[src/design/fprr_pkg.sv]
// ----------------------------------------------------------------------------
// fprr_pkg
// Shared types and constants of the framed parameter receiver and reporter.
// ----------------------------------------------------------------------------
package fprr_pkg;

   localparam int PARAM_COUNT_DEFAULT   = 16;
   localparam int SPECIAL_COUNT_DEFAULT = 4;

   localparam logic [7:0] FRAME_START  = 8'd7;
   localparam logic [7:0] FRAME_STOP   = 8'd8;
   localparam int         WINDOW_DEPTH = 9;
   localparam int         HELD_W       = $clog2(WINDOW_DEPTH + 1);

   localparam int QUEUE_DEPTH = 2;

   localparam logic OP_BYTE = 1'b0;
   localparam logic OP_TICK = 1'b1;

   localparam logic [1:0] KIND_STORED  = 2'd0;
   localparam logic [1:0] KIND_DROPPED = 2'd1;
   localparam logic [1:0] KIND_REPORT  = 2'd2;

   typedef struct packed {
      logic        operation;
      logic [7:0]  rx_byte;
      logic [31:0] tick_time;
   } req_type;

   typedef struct packed {
      logic [1:0]         kind;
      logic signed [31:0] param_index;
      logic [31:0]        param_value;
      logic [31:0]        report_time;
   } rsp_type;

   typedef enum logic [1:0] {
      CMD_STORE_PARAM,
      CMD_STORE_SPECIAL,
      CMD_DROP,
      CMD_REPORT
   } cmd_op_type;

   // For reports, data carries the tick time; otherwise the frame's value word.
   typedef struct packed {
      cmd_op_type  op;
      logic [31:0] index;
      logic [31:0] data;
   } cmd_type;

endpackage

[src/design/fprr_front.sv]
// ----------------------------------------------------------------------------
// fprr_front
// Accepts items, runs the byte window deframer and classifies each frame
// or report tick into a command for the back end.
// ----------------------------------------------------------------------------
module fprr_front #(
   parameter int PARAM_COUNT   = fprr_pkg::PARAM_COUNT_DEFAULT,
   parameter int SPECIAL_COUNT = fprr_pkg::SPECIAL_COUNT_DEFAULT
) (
   input  logic              clock,
   input  logic              reset,
   input  logic              req_valid,
   output logic              req_stall,
   input  fprr_pkg::req_type req_payload,
   input  logic              queue_full,
   output logic              push_valid,
   output fprr_pkg::cmd_type push_cmd
);
   import fprr_pkg::*;

   logic [7:0]        win_ff [WINDOW_DEPTH];
   logic [HELD_W-1:0] held_ff;
   logic [HELD_W-1:0] held_in;

   logic        accept;
   logic        is_byte;
   logic        frame_hit;
   logic [31:0] frame_index;
   logic [31:0] frame_value;
   logic [31:0] frame_slot;

   assign req_stall = queue_full;
   assign accept    = req_valid && !queue_full;
   assign is_byte   = (req_payload.operation == OP_BYTE);

   assign frame_hit = (held_ff == HELD_W'(WINDOW_DEPTH)) && (win_ff[0] == FRAME_START) &&
                      (req_payload.rx_byte == FRAME_STOP);
   assign frame_index = {win_ff[4], win_ff[3], win_ff[2], win_ff[1]};
   assign frame_value = {win_ff[8], win_ff[7], win_ff[6], win_ff[5]};
   assign frame_slot  = ~frame_index;

   assign push_valid = accept && (!is_byte || frame_hit);

   always_comb begin
      push_cmd = '{op: CMD_REPORT, index: '0, data: req_payload.tick_time};
      if (is_byte) begin
         push_cmd.index = frame_index;
         push_cmd.data  = frame_value;
         if (!frame_index[31] && (frame_index < 32'(PARAM_COUNT))) begin
            push_cmd.op = CMD_STORE_PARAM;
         end else if (frame_index[31] && (frame_slot < 32'(SPECIAL_COUNT))) begin
            push_cmd.op = CMD_STORE_SPECIAL;
         end else begin
            push_cmd.op = CMD_DROP;
         end
      end
   end

   always_comb begin
      held_in = held_ff;
      if (accept && is_byte) begin
         if (frame_hit) begin
            held_in = '0;
         end else if (held_ff < HELD_W'(WINDOW_DEPTH)) begin
            held_in = held_ff + HELD_W'(1);
         end
      end
   end

   always_ff @(posedge clock) begin
      if (reset) begin
         held_ff <= '0;
      end else begin
         held_ff <= held_in;
      end
   end

   // A full window drops its oldest byte; otherwise the byte fills the next slot.
   always_ff @(posedge clock) begin
      if (accept && is_byte && !frame_hit) begin
         for (int i = 0; i < WINDOW_DEPTH; i++) begin
            if (held_ff >= HELD_W'(WINDOW_DEPTH)) begin
               if (i == WINDOW_DEPTH - 1) begin
                  win_ff[i] <= req_payload.rx_byte;
               end else begin
                  win_ff[i] <= win_ff[i + 1];
               end
            end else if (held_ff == HELD_W'(i)) begin
               win_ff[i] <= req_payload.rx_byte;
            end
         end
      end
   end

endmodule

[src/design/fprr_queue.sv]
// ----------------------------------------------------------------------------
// fprr_queue
// Short command queue between the front and back ends.
// ----------------------------------------------------------------------------
module fprr_queue (
   input  logic              clock,
   input  logic              reset,
   input  logic              push_valid,
   input  fprr_pkg::cmd_type push_cmd,
   output logic              queue_full,
   output logic              pop_valid,
   output fprr_pkg::cmd_type pop_cmd,
   input  logic              pop
);
   import fprr_pkg::*;

   localparam int PTR_W = (QUEUE_DEPTH > 1) ? $clog2(QUEUE_DEPTH) : 1;
   localparam int CNT_W = $clog2(QUEUE_DEPTH + 1);

   cmd_type           entry_ff [QUEUE_DEPTH];
   logic [PTR_W-1:0]  wr_ptr_ff;
   logic [PTR_W-1:0]  rd_ptr_ff;
   logic [CNT_W-1:0]  count_ff;
   logic              do_push;
   logic              do_pop;

   assign queue_full = (count_ff == CNT_W'(QUEUE_DEPTH));
   assign pop_valid  = (count_ff != '0);
   assign pop_cmd    = entry_ff[rd_ptr_ff];
   assign do_push    = push_valid && !queue_full;
   assign do_pop     = pop && pop_valid;

   always_ff @(posedge clock) begin
      if (reset) begin
         wr_ptr_ff <= '0;
         rd_ptr_ff <= '0;
         count_ff  <= '0;
      end else begin
         if (do_push) begin
            wr_ptr_ff <= (wr_ptr_ff == PTR_W'(QUEUE_DEPTH - 1)) ? '0 : wr_ptr_ff + PTR_W'(1);
         end
         if (do_pop) begin
            rd_ptr_ff <= (rd_ptr_ff == PTR_W'(QUEUE_DEPTH - 1)) ? '0 : rd_ptr_ff + PTR_W'(1);
         end
         if (do_push && !do_pop) begin
            count_ff <= count_ff + CNT_W'(1);
         end else if (do_pop && !do_push) begin
            count_ff <= count_ff - CNT_W'(1);
         end
      end
   end

   always_ff @(posedge clock) begin
      if (do_push) begin
         entry_ff[wr_ptr_ff] <= push_cmd;
      end
   end

endmodule

[src/design/fprr_back.sv]
// ----------------------------------------------------------------------------
// fprr_back
// Executes commands: writes the parameter and special stores, walks the
// report cursor and holds the result item in an output register.
// ----------------------------------------------------------------------------
module fprr_back #(
   parameter int PARAM_COUNT   = fprr_pkg::PARAM_COUNT_DEFAULT,
   parameter int SPECIAL_COUNT = fprr_pkg::SPECIAL_COUNT_DEFAULT
) (
   input  logic              clock,
   input  logic              reset,
   input  logic              cmd_valid,
   input  fprr_pkg::cmd_type cmd,
   output logic              cmd_pop,
   output logic              rsp_valid,
   input  logic              rsp_stall,
   output fprr_pkg::rsp_type rsp_payload
);
   import fprr_pkg::*;

   localparam int P_AW  = (PARAM_COUNT > 1) ? $clog2(PARAM_COUNT) : 1;
   localparam int S_AW  = (SPECIAL_COUNT > 1) ? $clog2(SPECIAL_COUNT) : 1;
   localparam int MAX_C = (PARAM_COUNT > SPECIAL_COUNT) ? PARAM_COUNT : SPECIAL_COUNT;
   localparam int CUR_W = $clog2(MAX_C) + 1;

   logic [31:0]             param_mem   [PARAM_COUNT];
   logic [31:0]             special_mem [SPECIAL_COUNT];
   logic [PARAM_COUNT-1:0]  param_vld_ff;
   logic [SPECIAL_COUNT-1:0] special_vld_ff;

   logic signed [CUR_W-1:0] cur_ff;
   logic signed [CUR_W-1:0] cur_in;
   logic [CUR_W-1:0]        cur_inv;
   logic [P_AW-1:0]         cur_param_addr;
   logic [S_AW-1:0]         cur_special_addr;
   logic [P_AW-1:0]         wr_param_addr;
   logic [31:0]             wr_slot;
   logic [S_AW-1:0]         wr_special_addr;

   logic        rsp_valid_ff;
   logic [1:0]  kind_ff;
   logic [31:0] index_ff;
   logic [31:0] data_ff;
   logic [31:0] time_ff;
   logic        from_param_ff;
   logic        from_special_ff;
   logic [31:0] param_rd_ff;
   logic        param_rdv_ff;
   logic [31:0] special_rd_ff;
   logic        special_rdv_ff;

   logic is_report;
   logic wr_param;
   logic wr_special;

   assign cmd_pop    = cmd_valid && (!rsp_valid_ff || !rsp_stall);
   assign is_report  = (cmd.op == CMD_REPORT);
   assign wr_param   = cmd_pop && (cmd.op == CMD_STORE_PARAM);
   assign wr_special = cmd_pop && (cmd.op == CMD_STORE_SPECIAL);

   assign cur_inv          = ~cur_ff;
   assign cur_param_addr   = cur_ff[P_AW-1:0];
   assign cur_special_addr = cur_inv[S_AW-1:0];
   assign wr_param_addr    = cmd.index[P_AW-1:0];
   assign wr_slot          = ~cmd.index;
   assign wr_special_addr  = wr_slot[S_AW-1:0];

   always_comb begin
      cur_in = cur_ff;
      if (cmd_pop && is_report) begin
         if (cur_ff == CUR_W'(PARAM_COUNT - 1)) begin
            cur_in = CUR_W'(-SPECIAL_COUNT);
         end else begin
            cur_in = cur_ff + $signed(CUR_W'(1));
         end
      end
   end

   always_ff @(posedge clock) begin
      if (reset) begin
         cur_ff         <= '0;
         rsp_valid_ff   <= 1'b0;
         param_vld_ff   <= '0;
         special_vld_ff <= '0;
      end else begin
         cur_ff <= cur_in;
         if (cmd_pop) begin
            rsp_valid_ff <= 1'b1;
         end else if (!rsp_stall) begin
            rsp_valid_ff <= 1'b0;
         end
         if (wr_param) begin
            param_vld_ff[wr_param_addr] <= 1'b1;
         end
         if (wr_special) begin
            special_vld_ff[wr_special_addr] <= 1'b1;
         end
      end
   end

   always_ff @(posedge clock) begin
      if (wr_param) begin
         param_mem[wr_param_addr] <= cmd.data;
      end
      if (wr_special) begin
         special_mem[wr_special_addr] <= cmd.data;
      end
      if (cmd_pop) begin
         param_rd_ff     <= param_mem[cur_param_addr];
         param_rdv_ff    <= param_vld_ff[cur_param_addr];
         special_rd_ff   <= special_mem[cur_special_addr];
         special_rdv_ff  <= special_vld_ff[cur_special_addr];
         from_param_ff   <= is_report && !cur_ff[CUR_W-1];
         from_special_ff <= is_report && cur_ff[CUR_W-1];
         data_ff         <= cmd.data;
         if (is_report) begin
            kind_ff  <= KIND_REPORT;
            index_ff <= 32'(cur_ff);
            time_ff  <= cmd.data;
         end else begin
            kind_ff  <= (cmd.op == CMD_DROP) ? KIND_DROPPED : KIND_STORED;
            index_ff <= cmd.index;
            time_ff  <= '0;
         end
      end
   end

   assign rsp_valid               = rsp_valid_ff;
   assign rsp_payload.kind        = kind_ff;
   assign rsp_payload.param_index = $signed(index_ff);
   assign rsp_payload.report_time = time_ff;
   assign rsp_payload.param_value =
      from_param_ff   ? (param_rdv_ff ? param_rd_ff : '0) :
      from_special_ff ? (special_rdv_ff ? special_rd_ff : '0) :
      data_ff;

endmodule

[src/design/framed_parameter_receiver_reporter_top.sv]
// ----------------------------------------------------------------------------
// framed_parameter_receiver_reporter_top
// Deframes received bytes into parameter writes and reports stored
// parameters in rotating order on each report tick.
//
//   channel   direction   handshake            payload
//   req       in          req_valid/req_stall  fprr_pkg::req_type
//   rsp       out         rsp_valid/rsp_stall  fprr_pkg::rsp_type
//
// One item is accepted per cycle while the queue is not full; a result passes
// through the command queue and then the registered store read.
// Reset clears the window count, the cursor, the queue and the store valid
// bits at once, so no clearing pass is needed.
// A stalled result holds in the output register while the queue keeps
// taking items until it fills.
// ----------------------------------------------------------------------------
module framed_parameter_receiver_reporter_top #(
   parameter int PARAM_COUNT   = fprr_pkg::PARAM_COUNT_DEFAULT,
   parameter int SPECIAL_COUNT = fprr_pkg::SPECIAL_COUNT_DEFAULT
) (
   input  logic              clock,
   input  logic              reset,
   input  logic              req_valid,
   output logic              req_stall,
   input  fprr_pkg::req_type req_payload,
   output logic              rsp_valid,
   input  logic              rsp_stall,
   output fprr_pkg::rsp_type rsp_payload
);
   import fprr_pkg::*;

   logic    queue_full;
   logic    push_valid;
   cmd_type push_cmd;
   logic    pop_valid;
   cmd_type pop_cmd;
   logic    pop;

   fprr_front #(
      .PARAM_COUNT   (PARAM_COUNT),
      .SPECIAL_COUNT (SPECIAL_COUNT)
   ) u_front (
      .clock       (clock),
      .reset       (reset),
      .req_valid   (req_valid),
      .req_stall   (req_stall),
      .req_payload (req_payload),
      .queue_full  (queue_full),
      .push_valid  (push_valid),
      .push_cmd    (push_cmd)
   );

   fprr_queue u_queue (
      .clock      (clock),
      .reset      (reset),
      .push_valid (push_valid),
      .push_cmd   (push_cmd),
      .queue_full (queue_full),
      .pop_valid  (pop_valid),
      .pop_cmd    (pop_cmd),
      .pop        (pop)
   );

   fprr_back #(
      .PARAM_COUNT   (PARAM_COUNT),
      .SPECIAL_COUNT (SPECIAL_COUNT)
   ) u_back (
      .clock       (clock),
      .reset       (reset),
      .cmd_valid   (pop_valid),
      .cmd         (pop_cmd),
      .cmd_pop     (pop),
      .rsp_valid   (rsp_valid),
      .rsp_stall   (rsp_stall),
      .rsp_payload (rsp_payload)
   );

endmodule
[config.mk]
export PLATFORM = sky130hd
export DESIGN_NAME = framed_parameter_receiver_reporter_top
export DESIGN_NICKNAME = d
export VERILOG_FILES = /design/src/design/fprr_pkg.sv /design/src/design/fprr_front.sv /design/src/design/fprr_queue.sv /design/src/design/fprr_back.sv /design/src/design/framed_parameter_receiver_reporter_top.sv
export SDC_FILE = /design/constraint.sdc
export NUM_CORES = 1
export LEC_CHECK = 0
export ABC_AREA = 0
export BUFFER_PORTS_ARGS = -buffer_cell sky130_fd_sc_hd__buf_2
export CORE_UTILIZATION = 53
export DETAILED_ROUTE_END_ITERATION = 12
export GPL_TIMING_DRIVEN = 0
export HOLD_SLACK_MARGIN = 0.15
export PLACE_DENSITY = 0.71
export SETUP_SLACK_MARGIN = 0.05
export SYNTH_ARGS = -nofsm -noshare
export SYNTH_HDL_FRONTEND = slang
export SYNTH_SLANG_ARGS = --single-unit
[constraint.sdc]
create_clock -name clock -period 10.3 [get_ports clock]
set_input_delay 1.545 -clock clock [delete_from_list [all_inputs] [get_ports clock]]
set_output_delay 1.545 -clock clock [all_outputs]
set_load 0.05 [all_outputs]
==> results_dict.tcl <==
set metrics [dict create \
    start_util_pct 53.86 \
    p_leak_nw 14.85 \
    clockBufferDepth 3 \
    p_per_area_nw_per_um2 254.0 \
    status "finished clean" \
    period_minus_slack_ns 5.286 \
    numPortBuffers 143 \
    worst_ir_drop_vdd_uv 216.2 \
    yosys_warnings 0 \
    drtIter0Drc 2243 \
    clock_latency_ns 0.66 \
    crit_type "reg -> out" \
    synth_area_sq_um 40300 \
    hpwl_microns 61250 \
    ys_seq_area_share_pct 77.00 \
    cts_hold_buf 0 \
    die_y_microns 277.7 \
    synth-main-ff-cell "edfxtp_1" \
    core.rowCount 100 \
    area_growth_pct 14.61 \
    wl_microns 92520 \
    setup_viol 0 \
    grt_usage_pct 24.24 \
    required_ns 8.76 \
    numCtsBuffers 102 \
    clk_pin_slew_ns 0.06 \
    post-cts-setup-buffers 0 \
    grt_first_pass_wirelength_microns 136600 \
    hold_viol_final 0 \
    synth_edf_count 1010 \
    fillers 5139 \
    avgViaCountPerCell 6.105 \
    antenna_found_initial 0 \
    arrival_ns 3.74 \
    fin_ws_ns 5.014 \
    fin_area_sq_um 46190 \
    synth-seq-cells 1045 \
    drcViolationCount 0 \
    place_congestion 0.8401 \
    root_buffer "clkbuf_16" \
    cp_max_fo 10 \
    fin_skew_ns 0.02304 \
    syn_nets 2105 \
    syn_avg_cell_area_sq_um 19.63 \
    drt_first_pass_iters 5 \
    grt_max_degree 102 \
    cts.repair.resized 0 \
    crit_path_end_kind "output port" \
    wl_per_cell_microns 27.28 \
    synthArstFlopShare_pct 0 \
    place_ws_ns 5.695 \
    syn_inst 2053 \
    max-cap-violations 0 \
    rsz0062_at_grt "no" \
    relSlewSlack_pct 13.30 \
    n_antenna_cell 0 \
    startpoint_type "flop" \
    grt_overflow_total 0 \
    power_mw 11.73 \
    fmax_ghz 0.1892 \
    netlist-cell-type-count 64 \
    slew_viol_final 0 \
    cts_max_level 3 \
    die_w_microns 277.7 \
    place_area_sq_um 43010 \
    vias 20700 \
    fin_nets 2392 \
    post_route_cells_drive_above_1_share_pct 27.62 \
    fin_crit_sh_pct 51.32 \
    drtAntennaViolNets 0 \
    die_area_sq_um 77140 \
    cts_tree "built" \
    core_sq_um 74820 \
    worst_slew_pin_slew_ns 1.301 \
    grt_pass1_vias 21310 \
    cts.sinks 1045 \
    ios 145 \
    hp-class "reg -> reg" \
]
Yosys cell counts, types with 3 or more instances:
library cell | n | area share, %
and2_1 | 6 | 0.093
a21o_1 | 3 | 0.056
nor2b_1 | 101 | 1.6
nand3b_1 | 3 | 0.056
dfxtp_1 | 35 | 1.7
buf_1 | 12 | 0.11
ha_1 | 7 | 0.22
or3b_2 | 3 | 0.065
o22ai_1 | 15 | 0.23
nor3_1 | 12 | 0.15
or3_1 | 4 | 0.062
nand2_4 | 4 | 0.11
mux4_2 | 165 | 9.2
mux2i_1 | 30 | 0.75
inv_1 | 23 | 0.21
edfxtp_1 | 1010 | 75
xor2_1 | 3 | 0.065
buf_4 | 3 | 0.056
a21oi_1 | 82 | 1.0
nor4_1 | 12 | 0.19
a211oi_1 | 4 | 0.075
nand2b_1 | 8 | 0.12
a31oi_1 | 3 | 0.047
mux2_1 | 11 | 0.31
clkbuf_1 | 66 | 0.61
nand2_1 | 83 | 0.77
and3_1 | 5 | 0.078
nand3_1 | 3 | 0.037
nand4_1 | 10 | 0.16
o21ai_0 | 38 | 0.47
a22oi_1 | 67 | 1.2
mux2_2 | 115 | 3.2
nor2_1 | 41 | 0.38
buf_2 | 26 | 0.32
power by group:
group | internal, mW | switching [mW]
combinational | 0.714 | 1.99
sequential | 5.35 | 0.133
clock | 2.01 | 1.54
total | 8.07 | 3.66
through the flow:
step	hold slack [ns]	setup TNS [ns]	utilization, %	std cells
final	0.4805	0	61.73	3391
after global routing	0.4835	0	61.73	3391
after CTS	0.4759	0	61.73	3391
after detailed placement	0.4596	0	57.48	3205
after global placement	0.4450	-191.05	56.44	3165
after floorplan	0.4315	0	-	2053
cells by family after synthesis:
| family | share of synthesized area (%) |
|---|---|
| flip-flops | 77.00 |
| buffers and inverters | 1.347 |
| AND/OR/NAND/NOR | 4.176 |
| multiplexers | 13.56 |
| AO/OA/AOI/OAI | 3.633 |
| adder cells (fa/ha/maj) | 0.2173 |
| XOR/XNOR | 0.06521 |
layout by cell type, fill, tap and decap left out, types with 7 or more instances in the layout:
cell type / n
buf_12: 8
nand2_1: 83
ha_1: 7
nor2_4: 12
clkinv_2: 15
mux2_2: 115
dfxtp_1: 35
nor3_2: 8
buf_2: 169
buf_6: 20
mux4_2: 165
a21oi_1: 82
clkbuf_16: 103
mux2i_1: 30
nor2_1: 29
mux2_1: 11
nand2b_1: 8
clkinv_1: 23
nand4_1: 10
buf_1: 12
nor2b_1: 101
clkbuf_1: 92
edfxtp_1: 1010
inv_1: 22
o22ai_1: 15
buf_16: 7
nor4_1: 12
o21ai_0: 38
a22oi_1: 67
critical path, cell delays in order, from the launching register on:
cell and delay [ns]:
edfxtp_1 0.76, and2_1 0.21, clkbuf_1 0.44, clkbuf_1 0.69, a21oi_1 0.15, o21ai_0 0.46
buf_2 0.36
routing by layer:
metal	share of wire (%)	GRT usage, %
met2	50	40.68
met3	7.0	3.268
met4	3.2	8.996
met1	40	32.61
met5	0	0
flip-flops by register name, summed over array words and instances, names as in the netlist, named ones only:
register,count
u_back.param_mem,512
u_back.rsp_valid,1
u_back.param_rd_ff,32
u_back.special_rdv_ff,1
u_back.special_vld_ff,4
u_queue.wr_ptr_ff,1
u_back.from_special_ff,1
u_back.special_mem,128
u_back.from_param_ff,1
u_front.win_ff,72
u_back.time_ff,32
u_back.param_vld_ff,16
u_back.param_rdv_ff,1
u_back.cur_ff,5
u_front.held_ff,4
u_back.index_ff,32
u_queue.count_ff,2
u_back.kind_ff,2
u_queue.rd_ptr_ff,1
u_back.special_rd_ff,32
u_queue.entry_ff,132
u_back.data_ff,32
final cells by class:
cell class	count	area (sq um)	area share, %
Multi-Input combinational cell	876	8871	19.21
Clock inverter	55	473.0	1.024
Sequential cell	1045	31030	67.19
Tap cell	969	1212	2.625
Inverter	24	100.1	0.2167
Clock buffer	131	2703	5.852
Buffer	108	450.4	0.9753
Timing Repair Buffer	183	1346	2.915
worst paths after layout:
path | to | cells past startpoint | startpoint | slack [ns]
hold / removal | u_back.special_vld_ff[1]$_SDFFE_PP0P_ | 2 | u_back.special_vld_ff[1]$_SDFFE_PP0P_ | 0.48
setup reg to reg | u_back.param_mem[9][12]$_DFFE_PP_ | 8 | flop | 6.87
setup / recovery | rsp_payload[32] | 6 | u_back.from_special_ff$_DFFE_PP_ | 5.01
hold reg to reg | u_back.special_vld_ff[1]$_SDFFE_PP0P_ | 2 | u_back.special_vld_ff[1]$_SDFFE_PP0P_ | 0.48
No activity file was read; power rests on OpenSTA's default activity.
